**src/jrmr_pkg.sv**
```systemverilog
package jrmr_pkg;

	localparam int QueueDepth = 4;

	localparam logic [2:0] ACT_START = 3'd0;
	localparam logic [2:0] ACT_HUNT  = 3'd1;
	localparam logic [2:0] ACT_BYTE  = 3'd2;
	localparam logic [2:0] ACT_EOF   = 3'd3;
	localparam logic [2:0] ACT_EMIT  = 3'd4;

	localparam logic [3:0] KIND_RST_OK     = 4'd0;
	localparam logic [3:0] KIND_LOST       = 4'd1;
	localparam logic [3:0] KIND_DNL_OK     = 4'd2;
	localparam logic [3:0] KIND_DNL_SEEN   = 4'd3;
	localparam logic [3:0] KIND_DNL_LENGTH = 4'd4;
	localparam logic [3:0] KIND_ZERO_HT    = 4'd5;
	localparam logic [3:0] KIND_DNL_TRUNC  = 4'd6;
	localparam logic [3:0] KIND_EOF        = 4'd7;
	localparam logic [3:0] KIND_MARKER     = 4'd8;

	localparam logic [7:0] BYTE_FILL   = 8'hFF;
	localparam logic [7:0] BYTE_DNL    = 8'hDC;
	localparam logic [4:0] RST_PREFIX  = 5'h1A;
	localparam logic [15:0] DNL_LENGTH = 16'd4;

	localparam logic [1:0] LEFT_MARKER = 2'd2;

	// one queue entry; dual marks the two-byte marker emission
	typedef struct packed {
		logic [3:0]  kind;
		logic [2:0]  next_index;
		logic        segment_valid;
		logic        resynced;
		logic [15:0] frame_height;
		logic [1:0]  bytes_left;
		logic [7:0]  out_byte;
		logic        dual;
	} res_t;

endpackage

```
**src/jrmr_front.sv**
```systemverilog
module jrmr_front (
	input  logic              clk,
	input  logic              arst_n,
	input  logic              scan_for_dnl,
	input  logic              item_valid,
	output logic              item_stall,
	input  logic [2:0]        action,
	input  logic [7:0]        stream_byte,
	input  logic              q_full,
	output logic              q_push,
	output jrmr_pkg::res_t    q_data
);
	import jrmr_pkg::*;

	localparam logic [2:0] PH_IDLE   = 3'd0;
	localparam logic [2:0] PH_BOUND  = 3'd1;
	localparam logic [2:0] PH_HUNT   = 3'd2;
	localparam logic [2:0] PH_DNL_LH = 3'd3;
	localparam logic [2:0] PH_DNL_LL = 3'd4;
	localparam logic [2:0] PH_DNL_HH = 3'd5;
	localparam logic [2:0] PH_DNL_HL = 3'd6;

	logic [2:0] exp_q, exp_d;
	logic [2:0] phase_q, phase_d;
	logic       saw_q, saw_d;
	logic       oos_q, oos_d;
	logic       dnl_q, dnl_d;
	logic       seg_q, seg_d;
	logic [7:0] fhi_q, fhi_d;

	logic        accept;
	logic        hw, acc, lose, err;
	logic [3:0]  err_kind;
	logic [3:0]  r_kind;
	logic [1:0]  r_left;
	logic [15:0] r_height;
	logic [7:0]  r_ob;
	logic        r_dual;
	logic        push;
	logic [15:0] word;
	logic [2:0]  idx_diff;
	logic        is_rst, is_marker;

	assign item_stall = q_full;
	assign accept     = item_valid && !q_full;

	assign word      = {fhi_q, stream_byte};
	assign idx_diff  = stream_byte[2:0] - exp_q;
	assign is_rst    = stream_byte[7:3] == RST_PREFIX;
	assign is_marker = stream_byte[7:6] == 2'b11 && stream_byte[5:4] != 2'b11;

	always_comb begin
		exp_d = exp_q;
		phase_d = phase_q;
		saw_d = saw_q;
		oos_d = oos_q;
		dnl_d = dnl_q;
		seg_d = seg_q;
		fhi_d = fhi_q;
		push = 1'b0;
		hw = 1'b0;
		acc = 1'b0;
		lose = 1'b0;
		err = 1'b0;
		err_kind = KIND_EOF;
		r_kind = KIND_RST_OK;
		r_left = '0;
		r_height = '0;
		r_ob = '0;
		r_dual = 1'b0;
		if (accept) begin
			unique case (action)
				ACT_START: begin
					exp_d = '0;
					phase_d = PH_IDLE;
					saw_d = 1'b0;
					oos_d = 1'b0;
					dnl_d = 1'b0;
					seg_d = 1'b1;
					fhi_d = '0;
				end
				ACT_HUNT: begin
					phase_d = PH_BOUND;
					saw_d = 1'b0;
					oos_d = 1'b0;
				end
				ACT_BYTE: begin
					unique case (phase_q)
						PH_BOUND: begin
							if (!saw_q) begin
								if (stream_byte == BYTE_FILL) begin
									saw_d = 1'b1;
								end else begin
									oos_d = 1'b1;
									phase_d = PH_HUNT;
								end
							end else if (stream_byte == BYTE_FILL) begin
								saw_d = 1'b1;
							end else if (stream_byte == BYTE_DNL && scan_for_dnl) begin
								saw_d = 1'b0;
								if (dnl_q) begin
									phase_d = PH_IDLE;
									push = 1'b1;
									r_kind = KIND_DNL_SEEN;
									r_left = LEFT_MARKER;
								end else begin
									phase_d = PH_DNL_LH;
								end
							end else if (stream_byte == {RST_PREFIX, exp_q}) begin
								acc = 1'b1;
							end else begin
								oos_d = 1'b1;
								phase_d = PH_HUNT;
								hw = 1'b1;
							end
						end
						PH_HUNT: begin
							if (!saw_q) begin
								if (stream_byte == BYTE_FILL) begin
									saw_d = 1'b1;
								end
							end else begin
								hw = 1'b1;
							end
						end
						PH_DNL_LH: begin
							fhi_d = stream_byte;
							phase_d = PH_DNL_LL;
						end
						PH_DNL_LL: begin
							fhi_d = stream_byte;
							if (word != DNL_LENGTH) begin
								err = 1'b1;
								err_kind = KIND_DNL_LENGTH;
							end else begin
								phase_d = PH_DNL_HH;
							end
						end
						PH_DNL_HH: begin
							fhi_d = stream_byte;
							phase_d = PH_DNL_HL;
						end
						PH_DNL_HL: begin
							fhi_d = stream_byte;
							if (word == '0) begin
								err = 1'b1;
								err_kind = KIND_ZERO_HT;
							end else begin
								dnl_d = 1'b1;
								phase_d = PH_IDLE;
								push = 1'b1;
								r_kind = KIND_DNL_OK;
								r_height = word;
							end
						end
						default: ;
					endcase
				end
				ACT_EOF: begin
					unique case (phase_q)
						PH_BOUND, PH_HUNT: begin
							err = 1'b1;
							err_kind = KIND_EOF;
						end
						PH_DNL_LH, PH_DNL_LL: begin
							err = 1'b1;
							err_kind = KIND_DNL_LENGTH;
						end
						PH_DNL_HH, PH_DNL_HL: begin
							err = 1'b1;
							err_kind = KIND_DNL_TRUNC;
						end
						default: ;
					endcase
				end
				ACT_EMIT: begin
					push = 1'b1;
					r_dual = 1'b1;
					r_kind = KIND_MARKER;
					r_ob = {RST_PREFIX, exp_q};
					exp_d = exp_q + 3'd1;
				end
				default: ;
			endcase
		end
		// word 0xff b seen while hunting
		if (hw) begin
			if (stream_byte == BYTE_FILL) begin
				saw_d = 1'b1;
			end else if (is_rst) begin
				if (stream_byte[2:0] == exp_q) begin
					acc = 1'b1;
				end else if (idx_diff[2]) begin
					saw_d = 1'b0;
				end else begin
					lose = 1'b1;
				end
			end else if (is_marker) begin
				lose = 1'b1;
			end else begin
				saw_d = 1'b0;
			end
		end
		if (acc) begin
			exp_d = exp_q + 3'd1;
			seg_d = 1'b1;
			phase_d = PH_IDLE;
			saw_d = 1'b0;
			push = 1'b1;
			r_kind = KIND_RST_OK;
		end
		if (lose) begin
			exp_d = exp_q + 3'd1;
			seg_d = 1'b0;
			phase_d = PH_IDLE;
			saw_d = 1'b0;
			push = 1'b1;
			r_kind = KIND_LOST;
			r_left = LEFT_MARKER;
		end
		if (err) begin
			phase_d = PH_IDLE;
			saw_d = 1'b0;
			push = 1'b1;
			r_kind = err_kind;
		end
	end

	always_ff @(posedge clk or negedge arst_n) begin
		if (!arst_n) begin
			exp_q <= '0;
			phase_q <= PH_IDLE;
			saw_q <= 1'b0;
			oos_q <= 1'b0;
			dnl_q <= 1'b0;
			seg_q <= 1'b1;
			fhi_q <= '0;
		end else begin
			exp_q <= exp_d;
			phase_q <= phase_d;
			saw_q <= saw_d;
			oos_q <= oos_d;
			dnl_q <= dnl_d;
			seg_q <= seg_d;
			fhi_q <= fhi_d;
		end
	end

	assign q_push = push;
	always_comb begin
		q_data.kind = r_kind;
		q_data.next_index = exp_d;
		q_data.segment_valid = seg_d;
		q_data.resynced = oos_d;
		q_data.frame_height = r_height;
		q_data.bytes_left = r_left;
		q_data.out_byte = r_ob;
		q_data.dual = r_dual;
	end

endmodule

```
**src/jrmr_queue.sv**
```systemverilog
module jrmr_queue #(
	parameter int DEPTH = jrmr_pkg::QueueDepth
) (
	input  logic              clk,
	input  logic              arst_n,
	input  logic              push,
	input  jrmr_pkg::res_t    push_data,
	input  logic              pop,
	output jrmr_pkg::res_t    head,
	output logic              empty,
	output logic              full
);
	import jrmr_pkg::*;

	localparam int PW = (DEPTH > 1) ? $clog2(DEPTH) : 1;
	localparam int CW = $clog2(DEPTH + 1);
	localparam logic [PW-1:0] LastPtr = PW'(DEPTH - 1);
	localparam logic [CW-1:0] Full = CW'(DEPTH);

	res_t          mem_q [DEPTH];
	logic [PW-1:0] wr_q, rd_q;
	logic [CW-1:0] cnt_q;

	assign empty = cnt_q == '0;
	assign full  = cnt_q == Full;
	assign head  = mem_q[rd_q];

	always_ff @(posedge clk) begin
		if (push) begin
			mem_q[wr_q] <= push_data;
		end
	end

	always_ff @(posedge clk or negedge arst_n) begin
		if (!arst_n) begin
			wr_q <= '0;
			rd_q <= '0;
			cnt_q <= '0;
		end else begin
			if (push) begin
				wr_q <= (wr_q == LastPtr) ? '0 : wr_q + PW'(1);
			end
			if (pop) begin
				rd_q <= (rd_q == LastPtr) ? '0 : rd_q + PW'(1);
			end
			if (push && !pop) begin
				cnt_q <= cnt_q + CW'(1);
			end else if (pop && !push) begin
				cnt_q <= cnt_q - CW'(1);
			end
		end
	end

`ifndef ASSERT_OFF
	a_no_overflow: assert property (@(posedge clk) disable iff (!arst_n)
		push |-> !full || pop) else $error("queue overflow");
	a_no_underflow: assert property (@(posedge clk) disable iff (!arst_n)
		pop |-> !empty) else $error("queue underflow");
`endif

endmodule

```
**src/jrmr_back.sv**
```systemverilog
module jrmr_back (
	input  logic              clk,
	input  logic              arst_n,
	input  jrmr_pkg::res_t    head,
	input  logic              empty,
	output logic              pop,
	output logic              result_valid,
	input  logic              result_stall,
	output logic [3:0]        kind,
	output logic [2:0]        next_index,
	output logic              segment_valid,
	output logic              resynced,
	output logic [15:0]       frame_height,
	output logic [1:0]        bytes_left,
	output logic [7:0]        out_byte,
	output logic              last
);
	import jrmr_pkg::*;

	logic        valid_q;
	logic        half_q;
	logic        load;
	logic        first;
	logic [3:0]  kind_q;
	logic [2:0]  idx_q;
	logic        seg_q;
	logic        oos_q;
	logic [15:0] ht_q;
	logic [1:0]  left_q;
	logic [7:0]  ob_q;
	logic        last_q;

	assign load  = !valid_q || !result_stall;
	// first byte of a marker emission is shown before the entry leaves the queue
	assign first = head.dual && !half_q;
	assign pop   = load && !empty && !first;

	always_ff @(posedge clk or negedge arst_n) begin
		if (!arst_n) begin
			valid_q <= 1'b0;
			half_q <= 1'b0;
		end else if (load) begin
			valid_q <= !empty;
			if (!empty) begin
				half_q <= first;
			end
		end
	end

	always_ff @(posedge clk) begin
		if (load && !empty) begin
			kind_q <= head.kind;
			seg_q <= head.segment_valid;
			oos_q <= head.resynced;
			ht_q <= head.frame_height;
			left_q <= head.bytes_left;
			if (first) begin
				idx_q <= head.next_index - 3'd1;
				ob_q <= BYTE_FILL;
				last_q <= 1'b0;
			end else begin
				idx_q <= head.next_index;
				ob_q <= head.out_byte;
				last_q <= 1'b1;
			end
		end
	end

	assign result_valid  = valid_q;
	assign kind          = kind_q;
	assign next_index    = idx_q;
	assign segment_valid = seg_q;
	assign resynced      = oos_q;
	assign frame_height  = ht_q;
	assign bytes_left    = left_q;
	assign out_byte      = ob_q;
	assign last          = last_q;

`ifndef ASSERT_OFF
	a_first_is_marker: assert property (@(posedge clk) disable iff (!arst_n)
		valid_q && !last_q |-> kind_q == KIND_MARKER && ob_q == BYTE_FILL)
		else $error("non-final result is not a marker fill byte");
	a_second_follows: assert property (@(posedge clk) disable iff (!arst_n)
		valid_q && !last_q && !result_stall |=> valid_q && last_q && kind_q == KIND_MARKER)
		else $error("marker second byte did not follow");
	a_index_step: assert property (@(posedge clk) disable iff (!arst_n)
		valid_q && !last_q && !result_stall |=> idx_q == $past(idx_q) + 3'd1)
		else $error("marker index did not advance");
`endif

endmodule

```
**src/jpeg_restart_marker_resync.sv**
```systemverilog
// JPEG restart marker resynchronizer. Takes one action per transfer on the item
// channel (start scan, begin hunt, stream byte, end of stream, emit marker) and
// returns result transfers on the result channel. An action is taken every cycle
// unless the four-entry result queue is full; a marker emission yields two
// results, a fill byte and then the marker byte, every other action at most one;
// results leave at one per cycle, while result_stall is low, from a registered
// output stage fed by the queue. The DNL enable bit is register 0 of the APB port
// and the user must write it only while the block is idle; it is not enforced.
module jpeg_restart_marker_resync #(
	parameter int QDEPTH = jrmr_pkg::QueueDepth
) (
	input  logic        clk,
	input  logic        arst_n,
	input  logic        psel,
	input  logic        penable,
	input  logic        pwrite,
	input  logic [2:0]  paddr,
	input  logic [31:0] pwdata,
	output logic [31:0] prdata,
	output logic        pready,
	input  logic        item_valid,
	output logic        item_stall,
	input  logic [2:0]  action,
	input  logic [7:0]  stream_byte,
	output logic        result_valid,
	input  logic        result_stall,
	output logic [3:0]  kind,
	output logic [2:0]  next_index,
	output logic        segment_valid,
	output logic        resynced,
	output logic [15:0] frame_height,
	output logic [1:0]  bytes_left,
	output logic [7:0]  out_byte,
	output logic        last
);
	import jrmr_pkg::*;

	logic scan_q;
	logic q_push, q_pop, q_empty, q_full;
	res_t q_in, q_head;

	assign pready = 1'b1;
	assign prdata = (paddr[2] == 1'b0) ? {31'b0, scan_q} : '0;

	always_ff @(posedge clk or negedge arst_n) begin
		if (!arst_n) begin
			scan_q <= 1'b0;
		end else if (psel && penable && pwrite && paddr[2] == 1'b0) begin
			scan_q <= pwdata[0];
		end
	end

	jrmr_front u_front (
		.clk          (clk),
		.arst_n       (arst_n),
		.scan_for_dnl (scan_q),
		.item_valid   (item_valid),
		.item_stall   (item_stall),
		.action       (action),
		.stream_byte  (stream_byte),
		.q_full       (q_full),
		.q_push       (q_push),
		.q_data       (q_in)
	);

	jrmr_queue #(
		.DEPTH (QDEPTH)
	) u_queue (
		.clk       (clk),
		.arst_n    (arst_n),
		.push      (q_push),
		.push_data (q_in),
		.pop       (q_pop),
		.head      (q_head),
		.empty     (q_empty),
		.full      (q_full)
	);

	jrmr_back u_back (
		.clk           (clk),
		.arst_n        (arst_n),
		.head          (q_head),
		.empty         (q_empty),
		.pop           (q_pop),
		.result_valid  (result_valid),
		.result_stall  (result_stall),
		.kind          (kind),
		.next_index    (next_index),
		.segment_valid (segment_valid),
		.resynced      (resynced),
		.frame_height  (frame_height),
		.bytes_left    (bytes_left),
		.out_byte      (out_byte),
		.last          (last)
	);

endmodule

```
**config.mk**
```make
export PLATFORM = sky130hd
export DESIGN_NAME = jpeg_restart_marker_resync
export DESIGN_NICKNAME = d
export VERILOG_FILES = /design/src/jrmr_pkg.sv /design/src/jrmr_front.sv /design/src/jrmr_queue.sv /design/src/jrmr_back.sv /design/src/jpeg_restart_marker_resync.sv
export SDC_FILE = /design/constraint.sdc
export NUM_CORES = 1
export LEC_CHECK = 0
export BUFFER_PORTS_ARGS = -buffer_cell sky130_fd_sc_hd__buf_2
export CORE_MARGIN = 3
export CORE_UTILIZATION = 61
export CTS_CLUSTER_DIAMETER = 80
export DETAILED_ROUTE_END_ITERATION = 8
export PLACE_DENSITY_LB_ADDON = 0.05
export SYNTH_ARGS = -nofsm -noshare
export SYNTH_HDL_FRONTEND = slang
export SYNTH_SLANG_ARGS = --single-unit
```
**constraint.sdc**
```tcl
create_clock -name clk -period 9.2 [get_ports clk]
set_input_delay 0.92 -clock clk [delete_from_list [all_inputs] [get_ports clk]]
set_output_delay 0.92 -clock clk [all_outputs]
set_load 0.02 [all_outputs]
```
==> results.py <==
metrics = {
    "run_status": {
        "status": "finished, final reports clean",
    },
    "sta": {
        "post-route-period-util": 0.415,
        "skew_ns": 0.00770,
        "slew_violations": 0,
        "setup_tns_ns": 0,
        "fmaxAchievable_mhz": 262,
        "finalHoldViolCount": 0,
        "rsz0062_at_grt": "false",
        "worst_pin_slew_ns": 0.915,
        "period_minus_slack_ns": 3.82,
        "finalWorstSetupSlack_ns": 5.38,
        "setup_viol": 0,
        "max_slew_margin": 0.385,
        "hold_ws_ns": 0.472,
    },
    "worst_setup_path": {
        "endpoint_kind": "register",
        "critPathLaunchType": "input port",
        "cp.arrival_ns": 3.86,
        "crit_fanout": 30,
        "critPathKind": "in2reg",
        "cp.required_ns": 9.25,
    },
    "clock_tree": {
        "cts.repair.resized": 0,
        "clk_pin_slew_ns": 0.07,
        "postCtsSetupBuffers": 0,
        "root_buffer": "clkbuf_16",
        "clk_latency_ns": 0.43,
        "cts_made_buffers": 17,
        "cts_htree_levels": 4,
        "cts_tree": "done",
        "cts_hold_repair.buffers": 0,
        "clockBufferDepth": 2,
        "clock_sinks": 180,
    },
    "layout": {
        "syn_to_final_growth_pct": 11.4,
        "nets": 626,
        "drive_above_1_share": 0.268,
        "seq_area_mm2": 0.00527,
        "multi_input_area_mm2": 0.00230,
        "final_area_mm2": 0.00875,
        "diodes": 0,
        "n_fill_cell": 841,
    },
    "synth": {
        "synth_edf_count": 152,
        "avgSynthCellArea_um2": 15.6,
        "synth_seq_cells": 180,
        "ys_types": 66,
        "async_reset_ff_frac": 0.156,
        "yosysWarningCount": 0,
        "netlist_area_mm2": 0.00786,
        "synth-seq-area-share": 0.670,
        "netlist_instances": 504,
        "synthFlopType": "edfxtp_1",
    },
    "power": {
        "p_per_area_mw_per_mm2": 281,
        "ir_drop_mv": 0.167,
        "p_total_w": 0.00246,
        "p_leak_nw": 3.34,
    },
    "global_routing": {
        "top_usage_layer": "met2",
        "grt_pass1_vias": 4378,
        "grt_pass1_wl_um": 25200,
        "met2_usage": 0.388,
        "use_met3": 0.0603,
        "antenna_found_initial": 0,
        "grt_util_all_layers": 0.237,
        "gr-total-overflow": 0,
        "grt_max_degree": 36,
        "grt_use_met1": 0.319,
    },
    "placement": {
        "portBuffers": 57,
        "gp_congestion": 0.854,
        "dpl.hpwl_um": 9610,
        "post-place-ws_ns": 4.92,
        "place_area_mm2": 0.00815,
    },
    "route": {
        "via_per_inst": 5.79,
        "drt.antenna.violating_nets": 0,
        "wl_per_cell_um": 21.4,
        "first_iter_violations": 341,
        "vias": 4299,
        "drc": 0,
        "routed_wl_um": 15900,
        "drtPass1Iterations": 5,
    },
    "run": {
        "drv_cap": 0,
    },
    "die": {
        "rows": 40,
        "die_w_um": 119,
        "num_io_pins": 124,
        "dieArea_mm2": 0.0143,
        "core_area_mm2": 0.0123,
        "die_y_um": 119,
        "initial_core_util": 0.638,
    },
    "worst_hold_path": {
        "hold_class": "reg2reg",
    },
}
[critical path, stage by stage]
cell and delay (ns):
buf_2 0.19, nor3b_4 0.57, nand3_2 0.21, nor3_1 0.78, a41oi_1 0.14, nand4_2 0.25
and2_2 0.78
[per-stage QoR]
| stage | utilization | std cells |
|---|---|---|
| after floorplan | - | 535 |
| after global placement | 0.662 | 711 |
| after detailed placement | 0.662 | 711 |
| after CTS | 0.711 | 743 |
| after global routing | 0.711 | 743 |
| final | 0.711 | 743 |
[flip-flops by register name, summed over array words and instances, names as in the netlist, 2 cells and up]
name                 count
u_back.frame_height     16
u_back.kind              4
u_back.next_index        3
u_back.out_byte          5
u_front.exp_q            3
u_front.fhi_q            8
u_front.phase_q          3
u_queue.cnt_q            3
u_queue.mem_q          120
u_queue.rd_q             2
u_queue.wr_q             2
[synthesized netlist by cell type (2+ instances only)]
| cell | count | share of area |
|---|---|---|
| a21oi_1 | 7 | 0.0045 |
| and2_1 | 21 | 0.017 |
| and3_1 | 4 | 0.0032 |
| and4b_1 | 2 | 0.0025 |
| buf_2 | 4 | 0.0025 |
| buf_4 | 37 | 0.035 |
| buf_6 | 2 | 0.0029 |
| clkbuf_1 | 7 | 0.0033 |
| conb_1 | 2 | 0.00096 |
| dfrtp_1 | 27 | 0.086 |
| edfxtp_1 | 152 | 0.58 |
| ha_1 | 10 | 0.016 |
| inv_1 | 17 | 0.0081 |
| mux2_2 | 3 | 0.0043 |
| mux2_4 | 3 | 0.0057 |
| mux2i_1 | 2 | 0.0025 |
| mux4_2 | 30 | 0.086 |
| nand2_1 | 40 | 0.019 |
| nand2b_1 | 7 | 0.0056 |
| nand3_1 | 7 | 0.0045 |
| nand3_2 | 2 | 0.0025 |
| nand4_1 | 5 | 0.0040 |
| nor2_1 | 21 | 0.010 |
| nor2b_1 | 4 | 0.0032 |
| nor3_1 | 10 | 0.0064 |
| nor3b_1 | 2 | 0.0019 |
| nor4_1 | 4 | 0.0032 |
| o211ai_1 | 3 | 0.0029 |
| o21ai_0 | 15 | 0.0096 |
| o22ai_2 | 2 | 0.0032 |
| o31a_1 | 2 | 0.0022 |
| o31ai_1 | 4 | 0.0038 |
| or2_2 | 6 | 0.0048 |
| or3_1 | 2 | 0.0016 |
| or3b_1 | 2 | 0.0022 |
| xnor2_1 | 4 | 0.0045 |
| xor2_1 | 3 | 0.0033 |
[cell families after synthesis]
logic type	after synthesis	share of synthesized area
muxes	38	0.0986
and+or+nand+nor	150	0.106
xor gates and xnor gates	8	0.00987
adders and majority gates	11	0.0185
buffers and inverters	69	0.0532
DFF	180	0.670
other	2	0.000956
AOI/OAI and AO/OA	46	0.0425
[report_power, final]
part / switching, W / internal [W] / leakage (nW)
clock: 0.000309 / 0.000430 / 0.289
combinational: 0.000344 / 0.000255 / 1.20
sequential: 0.0000867 / 0.00104 / 1.85
total: 0.000739 / 0.00172 / 3.34
[routing by layer]
layer / up-vias / share of wire
li1: 1952 / -
met4: 0 / 0.014
met1: 2150 / 0.42
met3: 20 / 0.065
met5: - / 0
met2: 177 / 0.50
[layout by cell type, fill, tap and decap left out, types with 15 or more instances in the layout]
master     Yosys  final
nor2_1        21     21
conb_1         2     33
o21ai_0       15     15
and2_1        21     17
buf_2          4     57
dfrtp_1       27     25
edfxtp_1     152    152
mux4_2        30     30
inv_1         17     17
nand2_1       40     40
clkbuf_16      0     17
[area by class of cell]
type,instances,share of cell area
clock inverters,14,0.0199
multi-input cells,286,0.263
clock buffers,18,0.0490
repair buffers,59,0.0343
flip-flops and latches,180,0.602
well taps,168,0.0240
inverters,18,0.00772
[path summary, 6_finish.rpt]
path / slack, ns / start / to / depth (start not counted)
setup reg to reg: 5.91 / u_queue.cnt_q[0] / u_queue.mem_q[2][21] / 6
max in group asynchronous: 8.20 / arst_n / u_queue.rd_q[1] / 1
hold / removal: 0.47 / u_back.half_q / u_back.half_q / 1
min in group asynchronous: 0.53 / arst_n / u_queue.wr_q[1] / 1
setup / recovery: 5.38 / action[1] / u_queue.mem_q[2][21] / 7
hold reg to reg: 0.47 / u_back.half_q / u_back.half_q / 1
No activity file was read; power rests on OpenSTA's default activity.
